File: src/hw/rtl/sorted_unique_value_table_top_assert.svh
// assertion macros for the sorted value table top level
// expects clk and rst_n in the scope of use
`ifndef SORTED_UNIQUE_VALUE_TABLE_TOP_ASSERT_SVH
`define SORTED_UNIQUE_VALUE_TABLE_TOP_ASSERT_SVH

// same-cycle implication, skipped during reset
`define SUVT_ASSERT_IMPL(label, ante, cons, msg) \
  label: assert property (@(posedge clk) disable iff (!rst_n) (ante) |-> (cons)) \
    else $error(msg);

// next-cycle implication, skipped during reset
`define SUVT_ASSERT_NEXT(label, ante, cons, msg) \
  label: assert property (@(posedge clk) disable iff (!rst_n) (ante) |=> (cons)) \
    else $error(msg);

`endif

File: src/hw/rtl/suvt_pkg.sv
// shared types for the sorted value table
// operation and status codes, controller command and status structs
package suvt_pkg;

  typedef enum logic [1:0] {
    OP_INSERT = 2'd0,
    OP_REMOVE = 2'd1,
    OP_PUSH   = 2'd2,
    OP_POP    = 2'd3
  } op_t;

  typedef enum logic [2:0] {
    ST_DONE     = 3'd0,
    ST_DUP      = 3'd1,
    ST_NOTFOUND = 3'd2,
    ST_FULL     = 3'd3,
    ST_EMPTY    = 3'd4,
    ST_NOTBELOW = 3'd5
  } status_t;

  typedef struct packed {
    logic    load;
    logic    rd_cur;
    logic    rd_prev;
    logic    rd_next;
    logic    wr_data;
    logic    wr_value;
    logic    idx_inc;
    logic    idx_dec;
    logic    open_start;
    logic    cnt_inc;
    logic    cnt_dec;
    logic    st_set;
    status_t st_code;
    logic    out_load;
  } suvt_cmd_t;

  typedef struct packed {
    op_t  op;
    logic idx_at_end;
    logic idx_at_pos;
    logic idx_last;
    logic cnt_zero;
    logic cnt_full;
    logic rd_less;
    logic rd_equal;
    logic out_free;
  } suvt_sts_t;

endpackage

File: src/hw/rtl/sorted_unique_value_table_top.sv
// Sorted table of up to DEPTH distinct signed 32-bit values held in ascending order in an
// entry memory with one read and one write port. Each input transaction (insert, remove, push
// below smallest, pop smallest) yields one result transaction with a status code and the count
// held afterwards. One transaction is worked on at a time. Its length is set by the memory
// accesses: the scan reads and compares one entry at a time, and every entry moved to open or
// close a gap is first read and then written. Rejected full or empty cases, a duplicate insert
// (which stops where the scan finds the match) and a push not below the smallest end early;
// a finished result also waits while the previous result has not yet been taken by out_ready.
// The next transaction is taken while the previous result still waits. The memory needs no
// clearing after reset: only entries below the count are ever read. If DEPTH exceeds 127 the
// count field shows the count modulo 128.
// depends on suvt_pkg, suvt_ctrl, suvt_datapath and the assertion macro header
module sorted_unique_value_table_top import suvt_pkg::*; #(
  parameter int DEPTH = 64
) (
  input  logic        clk,
  input  logic        rst_n,
  input  logic        in_valid,
  output logic        in_ready,
  input  logic [1:0]  in_op,
  input  logic signed [31:0] in_value,
  output logic        out_valid,
  input  logic        out_ready,
  output logic [2:0]  out_status,
  output logic [6:0]  out_count
);

  `include "sorted_unique_value_table_top_assert.svh"

  // command and status between the sequencer and the datapath
  suvt_cmd_t cmd;
  suvt_sts_t sts;

  // sequencer: scan, gap open, gap close, result hand-off
  suvt_ctrl u_ctrl (
    .clk      (clk),
    .rst_n    (rst_n),
    .in_valid (in_valid),
    .in_ready (in_ready),
    .sts      (sts),
    .cmd      (cmd)
  );

  // entry memory, index and count registers, result register
  suvt_datapath #(
    .DEPTH (DEPTH)
  ) u_datapath (
    .clk        (clk),
    .rst_n      (rst_n),
    .cmd        (cmd),
    .sts        (sts),
    .in_op      (in_op),
    .in_value   (in_value),
    .out_valid  (out_valid),
    .out_ready  (out_ready),
    .out_status (out_status),
    .out_count  (out_count)
  );

  // a taken transaction keeps the block busy for at least the next cycle
  `SUVT_ASSERT_NEXT(a_busy_after_accept, in_valid && in_ready, !in_ready, "ready after accept")
  // a full report only comes with the full count
  `SUVT_ASSERT_IMPL(a_full_count, out_valid && out_status == ST_FULL, out_count == 7'(DEPTH), "full")
  // an empty report only comes with a zero count
  `SUVT_ASSERT_IMPL(a_empty_count, out_valid && out_status == ST_EMPTY, out_count == 7'd0, "empty")
  // a waiting result keeps its payload until taken
  `SUVT_ASSERT_NEXT(a_out_stable, out_valid && !out_ready, $stable(out_status) && $stable(out_count), "moved")

endmodule

File: src/hw/rtl/suvt_datapath.sv
// datapath of the sorted value table: entry memory, index, count, result register
// depends on suvt_pkg
module suvt_datapath import suvt_pkg::*; #(
  parameter int DEPTH = 64
) (
  input  logic        clk,
  input  logic        rst_n,
  input  suvt_cmd_t   cmd,
  output suvt_sts_t   sts,
  input  logic [1:0]  in_op,
  input  logic signed [31:0] in_value,
  output logic        out_valid,
  input  logic        out_ready,
  output logic [2:0]  out_status,
  output logic [6:0]  out_count
);

  localparam int AW = $clog2(DEPTH);
  localparam int IW = $clog2(DEPTH + 1);

  logic [31:0]        mem [DEPTH];
  logic [31:0]        rd_data_r;
  logic signed [31:0] value_r;
  op_t                op_r;
  logic [IW-1:0]      idx_r;
  logic [IW-1:0]      pos_r;
  logic [IW-1:0]      count_r;
  status_t            st_r;
  logic               out_valid_r;
  logic [2:0]         out_status_r;
  logic [6:0]         out_count_r;

  logic [IW-1:0] idx_prev;
  logic [IW-1:0] idx_next;
  logic [IW-1:0] rd_idx;
  logic          rd_en;

  assign idx_prev = idx_r - IW'(1);
  assign idx_next = idx_r + IW'(1);
  assign rd_en    = cmd.rd_cur | cmd.rd_prev | cmd.rd_next;

  always_comb begin
    rd_idx = idx_r;
    if (cmd.rd_prev) begin
      rd_idx = idx_prev;
    end else if (cmd.rd_next) begin
      rd_idx = idx_next;
    end
  end

  // single read and single write port
  always_ff @(posedge clk) begin
    if (rd_en) begin
      rd_data_r <= mem[rd_idx[AW-1:0]];
    end
    if (cmd.wr_data | cmd.wr_value) begin
      mem[idx_r[AW-1:0]] <= cmd.wr_value ? value_r : rd_data_r;
    end
  end

  always_ff @(posedge clk) begin
    if (cmd.load) begin
      value_r <= in_value;
      op_r    <= op_t'(in_op);
      idx_r   <= '0;
    end else if (cmd.open_start) begin
      pos_r <= idx_r;
      idx_r <= count_r;
    end else if (cmd.idx_inc) begin
      idx_r <= idx_next;
    end else if (cmd.idx_dec) begin
      idx_r <= idx_prev;
    end
    if (cmd.st_set) begin
      st_r <= cmd.st_code;
    end
    if (cmd.out_load) begin
      out_status_r <= st_r;
      out_count_r  <= 7'(count_r);
    end
  end

  always_ff @(posedge clk) begin
    if (!rst_n) begin
      count_r     <= '0;
      out_valid_r <= 1'b0;
    end else begin
      if (cmd.cnt_inc) begin
        count_r <= count_r + IW'(1);
      end else if (cmd.cnt_dec) begin
        count_r <= count_r - IW'(1);
      end
      if (cmd.out_load) begin
        out_valid_r <= 1'b1;
      end else if (out_ready) begin
        out_valid_r <= 1'b0;
      end
    end
  end

  always_comb begin
    sts.op         = op_r;
    sts.idx_at_end = (idx_r == count_r);
    sts.idx_at_pos = (idx_r == pos_r);
    sts.idx_last   = (idx_next >= count_r);
    sts.cnt_zero   = (count_r == '0);
    sts.cnt_full   = (count_r == IW'(DEPTH));
    sts.rd_less    = ($signed(rd_data_r) < value_r);
    sts.rd_equal   = (rd_data_r == value_r);
    sts.out_free   = !out_valid_r || out_ready;
  end

  assign out_valid  = out_valid_r;
  assign out_status = out_status_r;
  assign out_count  = out_count_r;

endmodule

File: src/hw/rtl/suvt_ctrl.sv
// controller of the sorted value table: sequences scan, gap open and gap close
// depends on suvt_pkg
module suvt_ctrl import suvt_pkg::*; (
  input  logic      clk,
  input  logic      rst_n,
  input  logic      in_valid,
  output logic      in_ready,
  input  suvt_sts_t sts,
  output suvt_cmd_t cmd
);

  typedef enum logic [3:0] {
    S_IDLE,
    S_CHECK,
    S_SCAN_RD,
    S_SCAN_CMP,
    S_PUSH_CMP,
    S_OPEN_CHK,
    S_OPEN_WR,
    S_CLOSE_CHK,
    S_CLOSE_WR,
    S_RESP
  } state_t;

  state_t state_r;
  state_t state_nxt;

  assign in_ready = (state_r == S_IDLE);

  always_comb begin
    state_nxt   = state_r;
    cmd         = '0;
    cmd.st_code = ST_DONE;
    case (state_r)
      S_IDLE: begin
        if (in_valid) begin
          cmd.load  = 1'b1;
          state_nxt = S_CHECK;
        end
      end
      S_CHECK: begin
        case (sts.op)
          OP_INSERT: begin
            if (sts.cnt_full) begin
              cmd.st_set  = 1'b1;
              cmd.st_code = ST_FULL;
              state_nxt   = S_RESP;
            end else begin
              state_nxt = S_SCAN_RD;
            end
          end
          OP_REMOVE: begin
            if (sts.cnt_zero) begin
              cmd.st_set  = 1'b1;
              cmd.st_code = ST_EMPTY;
              state_nxt   = S_RESP;
            end else begin
              state_nxt = S_SCAN_RD;
            end
          end
          OP_PUSH: begin
            if (sts.cnt_full) begin
              cmd.st_set  = 1'b1;
              cmd.st_code = ST_FULL;
              state_nxt   = S_RESP;
            end else if (sts.cnt_zero) begin
              cmd.open_start = 1'b1;
              state_nxt      = S_OPEN_CHK;
            end else begin
              cmd.rd_cur = 1'b1;
              state_nxt  = S_PUSH_CMP;
            end
          end
          default: begin
            if (sts.cnt_zero) begin
              cmd.st_set  = 1'b1;
              cmd.st_code = ST_EMPTY;
              state_nxt   = S_RESP;
            end else begin
              state_nxt = S_CLOSE_CHK;
            end
          end
        endcase
      end
      S_SCAN_RD: begin
        if (sts.idx_at_end) begin
          if (sts.op == OP_INSERT) begin
            cmd.open_start = 1'b1;
            state_nxt      = S_OPEN_CHK;
          end else begin
            cmd.st_set  = 1'b1;
            cmd.st_code = ST_NOTFOUND;
            state_nxt   = S_RESP;
          end
        end else begin
          cmd.rd_cur = 1'b1;
          state_nxt  = S_SCAN_CMP;
        end
      end
      S_SCAN_CMP: begin
        if (sts.rd_less) begin
          cmd.idx_inc = 1'b1;
          state_nxt   = S_SCAN_RD;
        end else if (sts.rd_equal) begin
          if (sts.op == OP_INSERT) begin
            cmd.st_set  = 1'b1;
            cmd.st_code = ST_DUP;
            state_nxt   = S_RESP;
          end else begin
            state_nxt = S_CLOSE_CHK;
          end
        end else begin
          if (sts.op == OP_INSERT) begin
            cmd.open_start = 1'b1;
            state_nxt      = S_OPEN_CHK;
          end else begin
            cmd.st_set  = 1'b1;
            cmd.st_code = ST_NOTFOUND;
            state_nxt   = S_RESP;
          end
        end
      end
      S_PUSH_CMP: begin
        // equal to the smallest counts as not below
        if (sts.rd_less || sts.rd_equal) begin
          cmd.st_set  = 1'b1;
          cmd.st_code = ST_NOTBELOW;
          state_nxt   = S_RESP;
        end else begin
          cmd.open_start = 1'b1;
          state_nxt      = S_OPEN_CHK;
        end
      end
      S_OPEN_CHK: begin
        if (sts.idx_at_pos) begin
          cmd.wr_value = 1'b1;
          cmd.cnt_inc  = 1'b1;
          cmd.st_set   = 1'b1;
          cmd.st_code  = ST_DONE;
          state_nxt    = S_RESP;
        end else begin
          cmd.rd_prev = 1'b1;
          state_nxt   = S_OPEN_WR;
        end
      end
      S_OPEN_WR: begin
        cmd.wr_data = 1'b1;
        cmd.idx_dec = 1'b1;
        state_nxt   = S_OPEN_CHK;
      end
      S_CLOSE_CHK: begin
        if (sts.idx_last) begin
          cmd.cnt_dec = 1'b1;
          cmd.st_set  = 1'b1;
          cmd.st_code = ST_DONE;
          state_nxt   = S_RESP;
        end else begin
          cmd.rd_next = 1'b1;
          state_nxt   = S_CLOSE_WR;
        end
      end
      S_CLOSE_WR: begin
        cmd.wr_data = 1'b1;
        cmd.idx_inc = 1'b1;
        state_nxt   = S_CLOSE_CHK;
      end
      S_RESP: begin
        if (sts.out_free) begin
          cmd.out_load = 1'b1;
          state_nxt    = S_IDLE;
        end
      end
      default: begin
        state_nxt = S_IDLE;
      end
    endcase
  end

  always_ff @(posedge clk) begin
    if (!rst_n) begin
      state_r <= S_IDLE;
    end else begin
      state_r <= state_nxt;
    end
  end

endmodule
File: config.mk
export PLATFORM = sky130hd
export DESIGN_NAME = sorted_unique_value_table_top
export DESIGN_NICKNAME = d
export VERILOG_FILES = /design/src/hw/rtl/suvt_pkg.sv /design/src/hw/rtl/sorted_unique_value_table_top.sv /design/src/hw/rtl/suvt_datapath.sv /design/src/hw/rtl/suvt_ctrl.sv
export VERILOG_INCLUDE_DIRS = /design/src /design/src/hw/rtl
export SDC_FILE = /design/constraint.sdc
export NUM_CORES = 2
export LEC_CHECK = 0
export BUFFER_PORTS_ARGS = -buffer_cell sky130_fd_sc_hd__buf_4
export CAP_MARGIN = 30
export CELL_PAD_IN_SITES_DETAIL_PLACEMENT = 1
export CELL_PAD_IN_SITES_GLOBAL_PLACEMENT = 2
export CORE_UTILIZATION = 45
export CTS_CLUSTER_DIAMETER = 150
export DETAILED_ROUTE_END_ITERATION = 10
export GPL_ROUTABILITY_DRIVEN = 0
export PLACE_DENSITY = 0.87
export SLEW_MARGIN = 20
export SYNTH_ARGS = -nofsm -noshare
export SYNTH_HDL_FRONTEND = slang
export SYNTH_HIERARCHICAL = 1
export SYNTH_SLANG_ARGS = --single-unit
File: constraint.sdc
create_clock -name clk -period 18.8 [get_ports clk]
set_clock_uncertainty 0.05 [all_clocks]
set_input_delay 0 -clock clk [delete_from_list [all_inputs] [get_ports clk]]
set_output_delay 0 -clock clk [all_outputs]
set_load 0.02 [all_outputs]
### Yosys cells after proc, flatten, opt, wreduce, memory -nomap -nowiden

Memory sizes are Yosys's and may differ from the RTL's. A register that Yosys moved wholly into a read port is not among the register bits.
Index checks and enable logic that the tools add are counted.
W data, S select, Z words.

| operators by class | value |
|---|---|
| $add $sub $neg | 4 |
| magnitude comparators | 2 |
| eq/ne operators | 17 |
| multiplexer cells | 70 |
| bitwise gates (word level) | 4 |
| reductions and logical operators | 13 |

Operator list:

| operator | count |
|---|---|
| $mux W4 | 23 |
| $pmux W4 S10 | 1 |
| $mux W7 | 5 |
| $eq A32 B32 Y1 | 1 |
| $lt A32 B32 Y1 | 1 |
| $mux W1 | 32 |
| $mux W32 | 1 |
| $pmux W4 S6 | 1 |
| $eq A4 B3 Y1 const B | 4 |
| $add A7 B1 Y7 const B | 2 |
| $eq A7 B7 Y1 | 2 |
| $sub A7 B1 Y7 const B | 2 |
| $mux W6 | 2 |
| $pmux W4 S3 | 1 |
| $eq A4 B2 Y1 const B | 2 |
| $eq A4 B4 Y1 const B | 2 |
| $eq A7 B7 Y1 const B | 1 |
| $ge A7 B7 Y1 | 1 |
| $logic_not A7 Y1 | 1 |
| $mux W5 | 1 |
| $eq A4 B1 Y1 const B | 1 |
| $logic_not A4 Y1 | 1 |
| $ne A2 B2 Y1 const B | 2 |
| $pmux W1 S2 | 2 |
| other kinds (12) | 18 |

| word-level totals | value |
|---|---|
| flip-flop bits (word level) | 73 |
| RAM bits | 2048 |
| bits of input ports | 38 |
| memories kept | 1 |

Memory list:

| name | words | width | read ports | clocked after memory_dff | wr ports | RTL line | source |
|---|---|---|---|---|---|---|---|
| u_datapath.mem | 64 | 32 | 1 | 1 | 1 | suvt_datapath.sv:21 | `logic [31:0] mem [DEPTH];` |

### Longest topological paths before layout

| depth | value |
|---|---|
| depth after elaboration | 7 |
| gate-level depth with buffers | 23 |

### Cells and area by module

The synthesis kept the hierarchy.

Modules (own cells, without submodules):

| module | instances | cells an instance | area an instance (µm²) | seq. area each (µm²) |
|---|---|---|---|---|
| suvt_datapath | 1 | 5376 | 86017.5 | 64381.7 |
| suvt_ctrl | 1 | 102 | 718.2 | 80.1 |

### Worst setup path after synthesis

OpenSTA, ideal clock, no wires.

| path | value |
|---|---|
| path type | register to register |
| start point | register u_datapath.idx_r[0] |
| end point | memory u_datapath.mem[33][0], enable pin |
| setup time | 0.502 ns |
| arrival | 6.005 ns |
| slack | 12.243 ns |
| stages on the path, launching flop included | 14 |
| path buffers | 6 |
| clock period less this slack | 6.557 ns |
| path through | dfxtp_1 -> buf_6 -> clkbuf_1 -> buf_1 -> xnor2_1 -> nand4_1 -> nor4_1 -> and4b_1 -> buf_4 -> clkbuf_1 -> or2_2 -> clkbuf_1 -> nand3_1 -> nor4_1 |

RTL lines:

| item | RTL line | source |
|---|---|---|
| start, declared | suvt_datapath.sv:25 | `logic [IW-1:0] idx_r;` |
| start signal, assigned | suvt_datapath.sv:68 | `idx_r <= count_r;` |
| start signal, assigned | suvt_datapath.sv:70 | `idx_r <= idx_next;` |
| start signal, assigned | suvt_datapath.sv:72 | `idx_r <= idx_prev;` |
| end, declared | suvt_datapath.sv:21 |  |

==> qor.txt <==
DIE
-----------------------------------------------------------------------------------------------
I/O pin cnt                                                                                  50
Die Y                                                                                    441 um
Area of the core                                                                    191000 um^2
Placement Rows                                                                              160
Width of the die                                                                         441 um
Effective utilization at floorplan                                                        45.5%
Area enclosed by the die boundary                                                   195000 um^2

CTS
-----------------------------------------------------------------------------------------------
TritonCTS clock tree                                                                       done
Max Root-Sink Buffers                                                                         3
TritonCTS Sinks                                                                            2153
Number of levels the H-tree was split into                                                    4
Clock root buffer master                                                           sky130_fd_sc_hd__clkbuf_16
Skew-Pair Late Insertion Delay                                                          0.91 ns
Clock input transition at the sequential cells of the worst setup and hold paths        0.07 ns
CTS Buf Count                                                                               204

ROUTE
-----------------------------------------------------------------------------------------------
Wire length reported by the detailed router                                           290000 um
Remaining antenna violation count after routing                                               0
Vias/cell                                                                                  6.63
Number of DRC violations after detailed routing                                               0
Iteration-0 DRC Markers                                                                    8092
Average wire per standard cell                                                          35.0 um
First-pass iteration count of the detailed router                                             6
DR vias                                                                                   54900

WORST SETUP PATH
-----------------------------------------------------------------------------------------------
Path depth of the worst reg2reg path                                                         16
R2r setup slk                                                                          10.92 ns
Arrival time at the worst endpoint                                                      8.56 ns
Nature of the critical path endpoint                                                       flop
Capture instance of the worst register-to-register path                            u_datapath/rd_data_r[29]
Critical path class                                                                  reg -> reg
CP Launch Point                                                                    u_datapath/idx_r[4]
Launch point of the worst reg-to-reg path                                          u_datapath/idx_r[4]
Startpoint type of the worst setup path                                                    flop
Required time reported for the critical path endpoint                                  19.48 ns
Critical-path maximum fanout                                                                 60

SYNTHESIS
-----------------------------------------------------------------------------------------------
Synth Area in XOR/XNOR                                                                   0.369%
Number of register bits inferred by synthesis                                              2153
Fraction of registers with async set/reset                                                   0%
Number of enable flip-flop cells after synthesis                                           2134
Nets in the synthesized netlist                                                            5567
Adder and majority cell fraction of the synthesized area                                 0.744%
Simple-gate area share of the yosys netlist                                               8.92%
Summed instance area of the synthesized netlist                                      86700 um^2
Primary flip-flop cell chosen by synthesis mapping                                 sky130_fd_sc_hd__edfxtp_1
Mean instance size in the synthesized netlist                                         15.8 um^2
Yosys cell types                                                                             91
Cells after synthesis                                                                      5478
Dominant combinational cell family by area after synthesis                         simple AND/OR/NAND/NOR gates
Share of the synthesized area in compound gates (AO/OA/AOI/OAI)                           6.96%
Multiplexer share of the synthesized area                                                 6.32%
Yosys warnings                                                                                6
Portion of the post-synthesis area used by sequential elements                            74.3%

TIMING
-----------------------------------------------------------------------------------------------
Fin Hold WS                                                                            0.146 ns
Crit share post-route                                                                     41.9%
Final Setup Violations                                                                        0
Slew Limit Headroom                                                                       22.8%
Final hold viol count                                                                         0
Final critical-path required period                                                     7.88 ns
Final slew viol count                                                                         0
Aggregate negative setup slack                                                             0 ns
Transition time of the tightest slew-check pin                                          1.16 ns
Peak Freq                                                                             0.127 GHz
Unrepaired setup endpoints after global routing                                           false
Worst setup margin                                                                     10.92 ns

PLACE
-----------------------------------------------------------------------------------------------
Sum of net half-perimeters after detailed placement                                   155000 um
Port Buffer Count                                                                            49
Pre-CTS setup slack                                                                    10.83 ns

RUN
-----------------------------------------------------------------------------------------------
Maximum capacitance violations                                                                0

OUTCOME
-----------------------------------------------------------------------------------------------
Status                                                                             complete, no violations

LAYOUT
-----------------------------------------------------------------------------------------------
Fraction of layout cells with a size suffix above 1                                       14.6%
Net count, final                                                                           5682
Most frequent standard cell in the layout excluding fill and tap cells             sky130_fd_sc_hd__edfxtp_1
Number of filler instances in the final layout                                            17800
Highest-count cells in the layout ignoring fill and taps                           sky130_fd_sc_hd__edfxtp_1 (2134), sky130_fd_sc_hd__nand2_1 (836), sky130_fd_sc_hd__a211oi_1 (249)
Syn-to-layout area delta                                                                  13.0%

GRT
-----------------------------------------------------------------------------------------------
Vias in the first global route                                                            56100
Antenna violations before repair                                                             15
Wire length of the first global-routing pass                                          409000 um
Aggregate global-route resource usage                                                     29.5%
Largest net degree at the start of global routing                                           211
GR Overflow Total                                                                             0

WORST HOLD PATH
-----------------------------------------------------------------------------------------------
Worst Hold Endpoint                                                                u_ctrl/state_r[2]
Classification of the worst-slack hold path                                           in -> reg
Hold path startpoint                                                                   in_valid
Hold-critical path depth                                                                      5

POWER AND IR DROP
-----------------------------------------------------------------------------------------------
Lkg Pwr                                                                               0.0323 uW
PD cells                                                                            128 nW/um^2
Peak supply drop                                                                         135 uV

## where the power goes
group	leakage (uW)	total [uW]	internal, uW	switching [uW]
clock	0.00319	4100	2250	1850
sequential	0.0193	5540	5470	73.3
combinational	0.00981	2880	912	1960
## sequential cells by signal (all words and copies together) (netlist names)
name / count
u_datapath/st_r: 3
u_datapath/pos_r: 7
u_datapath/count_r: 7
u_datapath/out_count: 7
u_ctrl/state_r: 4
u_datapath/out_valid: 1
u_datapath/rd_data_r: 32
u_datapath/op_r: 2
u_datapath/out_status: 3
u_datapath/value_r: 32
u_datapath/mem: 2048
u_datapath/idx_r: 7
## Yosys cell counts (25+ instances only)
| cell | number | area, um^2 |
|---|---|---|
| sky130_fd_sc_hd__inv_1 | 52 | 195 |
| sky130_fd_sc_hd__nor4_1 | 46 | 288 |
| sky130_fd_sc_hd__a311oi_1 | 156 | 1370 |
| sky130_fd_sc_hd__and3_1 | 249 | 1560 |
| sky130_fd_sc_hd__nand4_1 | 38 | 238 |
| sky130_fd_sc_hd__o2111ai_1 | 26 | 228 |
| sky130_fd_sc_hd__nand2_1 | 839 | 3150 |
| sky130_fd_sc_hd__a31oi_1 | 110 | 688 |
| sky130_fd_sc_hd__a211oi_1 | 249 | 1870 |
| sky130_fd_sc_hd__a21oi_1 | 35 | 175 |
| sky130_fd_sc_hd__nor3_1 | 31 | 155 |
| sky130_fd_sc_hd__nor2_1 | 141 | 529 |
| sky130_fd_sc_hd__buf_1 | 33 | 124 |
| sky130_fd_sc_hd__edfxtp_1 | 2134 | 64100 |
| sky130_fd_sc_hd__o21ai_0 | 61 | 305 |
| sky130_fd_sc_hd__a21o_1 | 25 | 188 |
| sky130_fd_sc_hd__mux2_2 | 46 | 518 |
| sky130_fd_sc_hd__nand3_1 | 226 | 1130 |
| sky130_fd_sc_hd__mux2i_1 | 122 | 1220 |
| sky130_fd_sc_hd__clkbuf_1 | 175 | 657 |
| sky130_fd_sc_hd__buf_2 | 145 | 726 |
| sky130_fd_sc_hd__ha_1 | 50 | 626 |
| sky130_fd_sc_hd__mux4_2 | 166 | 3740 |
## metal layers
layer  vias up  routed length (um)  GRT usage, %
met5         -                  61             0
met2      3735              133000          46.2
met4        10               17300          15.7
met1     28400              104000          38.1
met3       849               34800          7.17
li1      21800                   -             -
## worst max-delay path, cell delays in order (launching register included)
cell and delay (ns):
sky130_fd_sc_hd__dfxtp_1 0.83, sky130_fd_sc_hd__nand3_1 0.88, sky130_fd_sc_hd__nor2_1 0.39, sky130_fd_sc_hd__xor2_1 0.24
sky130_fd_sc_hd__ha_1 0.28, sky130_fd_sc_hd__a21o_1 0.20, sky130_fd_sc_hd__nor3_2 0.18, sky130_fd_sc_hd__buf_4 0.25
sky130_fd_sc_hd__or3_4 0.53, sky130_fd_sc_hd__and2_4 0.70, sky130_fd_sc_hd__buf_4 0.70, sky130_fd_sc_hd__buf_4 0.72
sky130_fd_sc_hd__nor2_1 0.42, sky130_fd_sc_hd__a32oi_1 0.36, sky130_fd_sc_hd__o32ai_1 0.14, sky130_fd_sc_hd__or4_1 0.57
sky130_fd_sc_hd__a31oi_1 0.20
## per-stage QoR
step,total power (uW),utilization [%],area (um^2),cells
finish,12500,51.4,98000,8281
detailed placement,8400,47.5,90600,7817
global route,12800,51.4,98000,8275
floorplan,7460,-,86700,5478
global placement,8270,47.3,90300,7801
CTS,12500,51.3,97900,8269
## how the worst max path moves through the flow
| stage | endpoint | slack, ns | depth (start not counted) |
|---|---|---|---|
| finish | u_datapath/rd_data_r[29] | 10.92 | 16 |
| global route | u_datapath/rd_data_r[16] | 10.53 | 17 |
| CTS | u_datapath/rd_data_r[16] | 10.75 | 17 |
| detailed placement | u_datapath/rd_data_r[16] | 10.83 | 17 |
| global placement | u_datapath/rd_data_r[16] | 10.82 | 17 |
| floorplan | u_datapath/mem[33][0] | 12.24 | 13 |
## cell type report
cell class	count	area, um^2	share of cell area (%)
clock inverters	133	1250	1.28
repair buffers	299	2800	2.85
flip-flops and latches	2153	64500	65.8
inverters	53	199	0.203
well taps	2511	3140	3.21
diodes	7	17.5	0.0179
clock buffers	243	5250	5.36
multi-input cells	2882	20900	21.3
## logic make-up (layout without fill, tap and decap cells)
family	after synthesis	in the layout
adder cells (fa/ha/maj)	51	51
flip-flops	2153	2153
AND/OR/NAND/NOR	1658	1658
multiplexers	334	334
other	0	7
AO/OA/AOI/OAI	805	805
XOR/XNOR	34	34
buffers and inverters	443	728
## repair_timing
item,in CTS,in global routing
buffers inserted,0,0
endpoints found under the hold margin,78,0
gates resized for setup,0,0
hold buffers,76,0
Note: power is estimated with default switching activity, not from simulation.
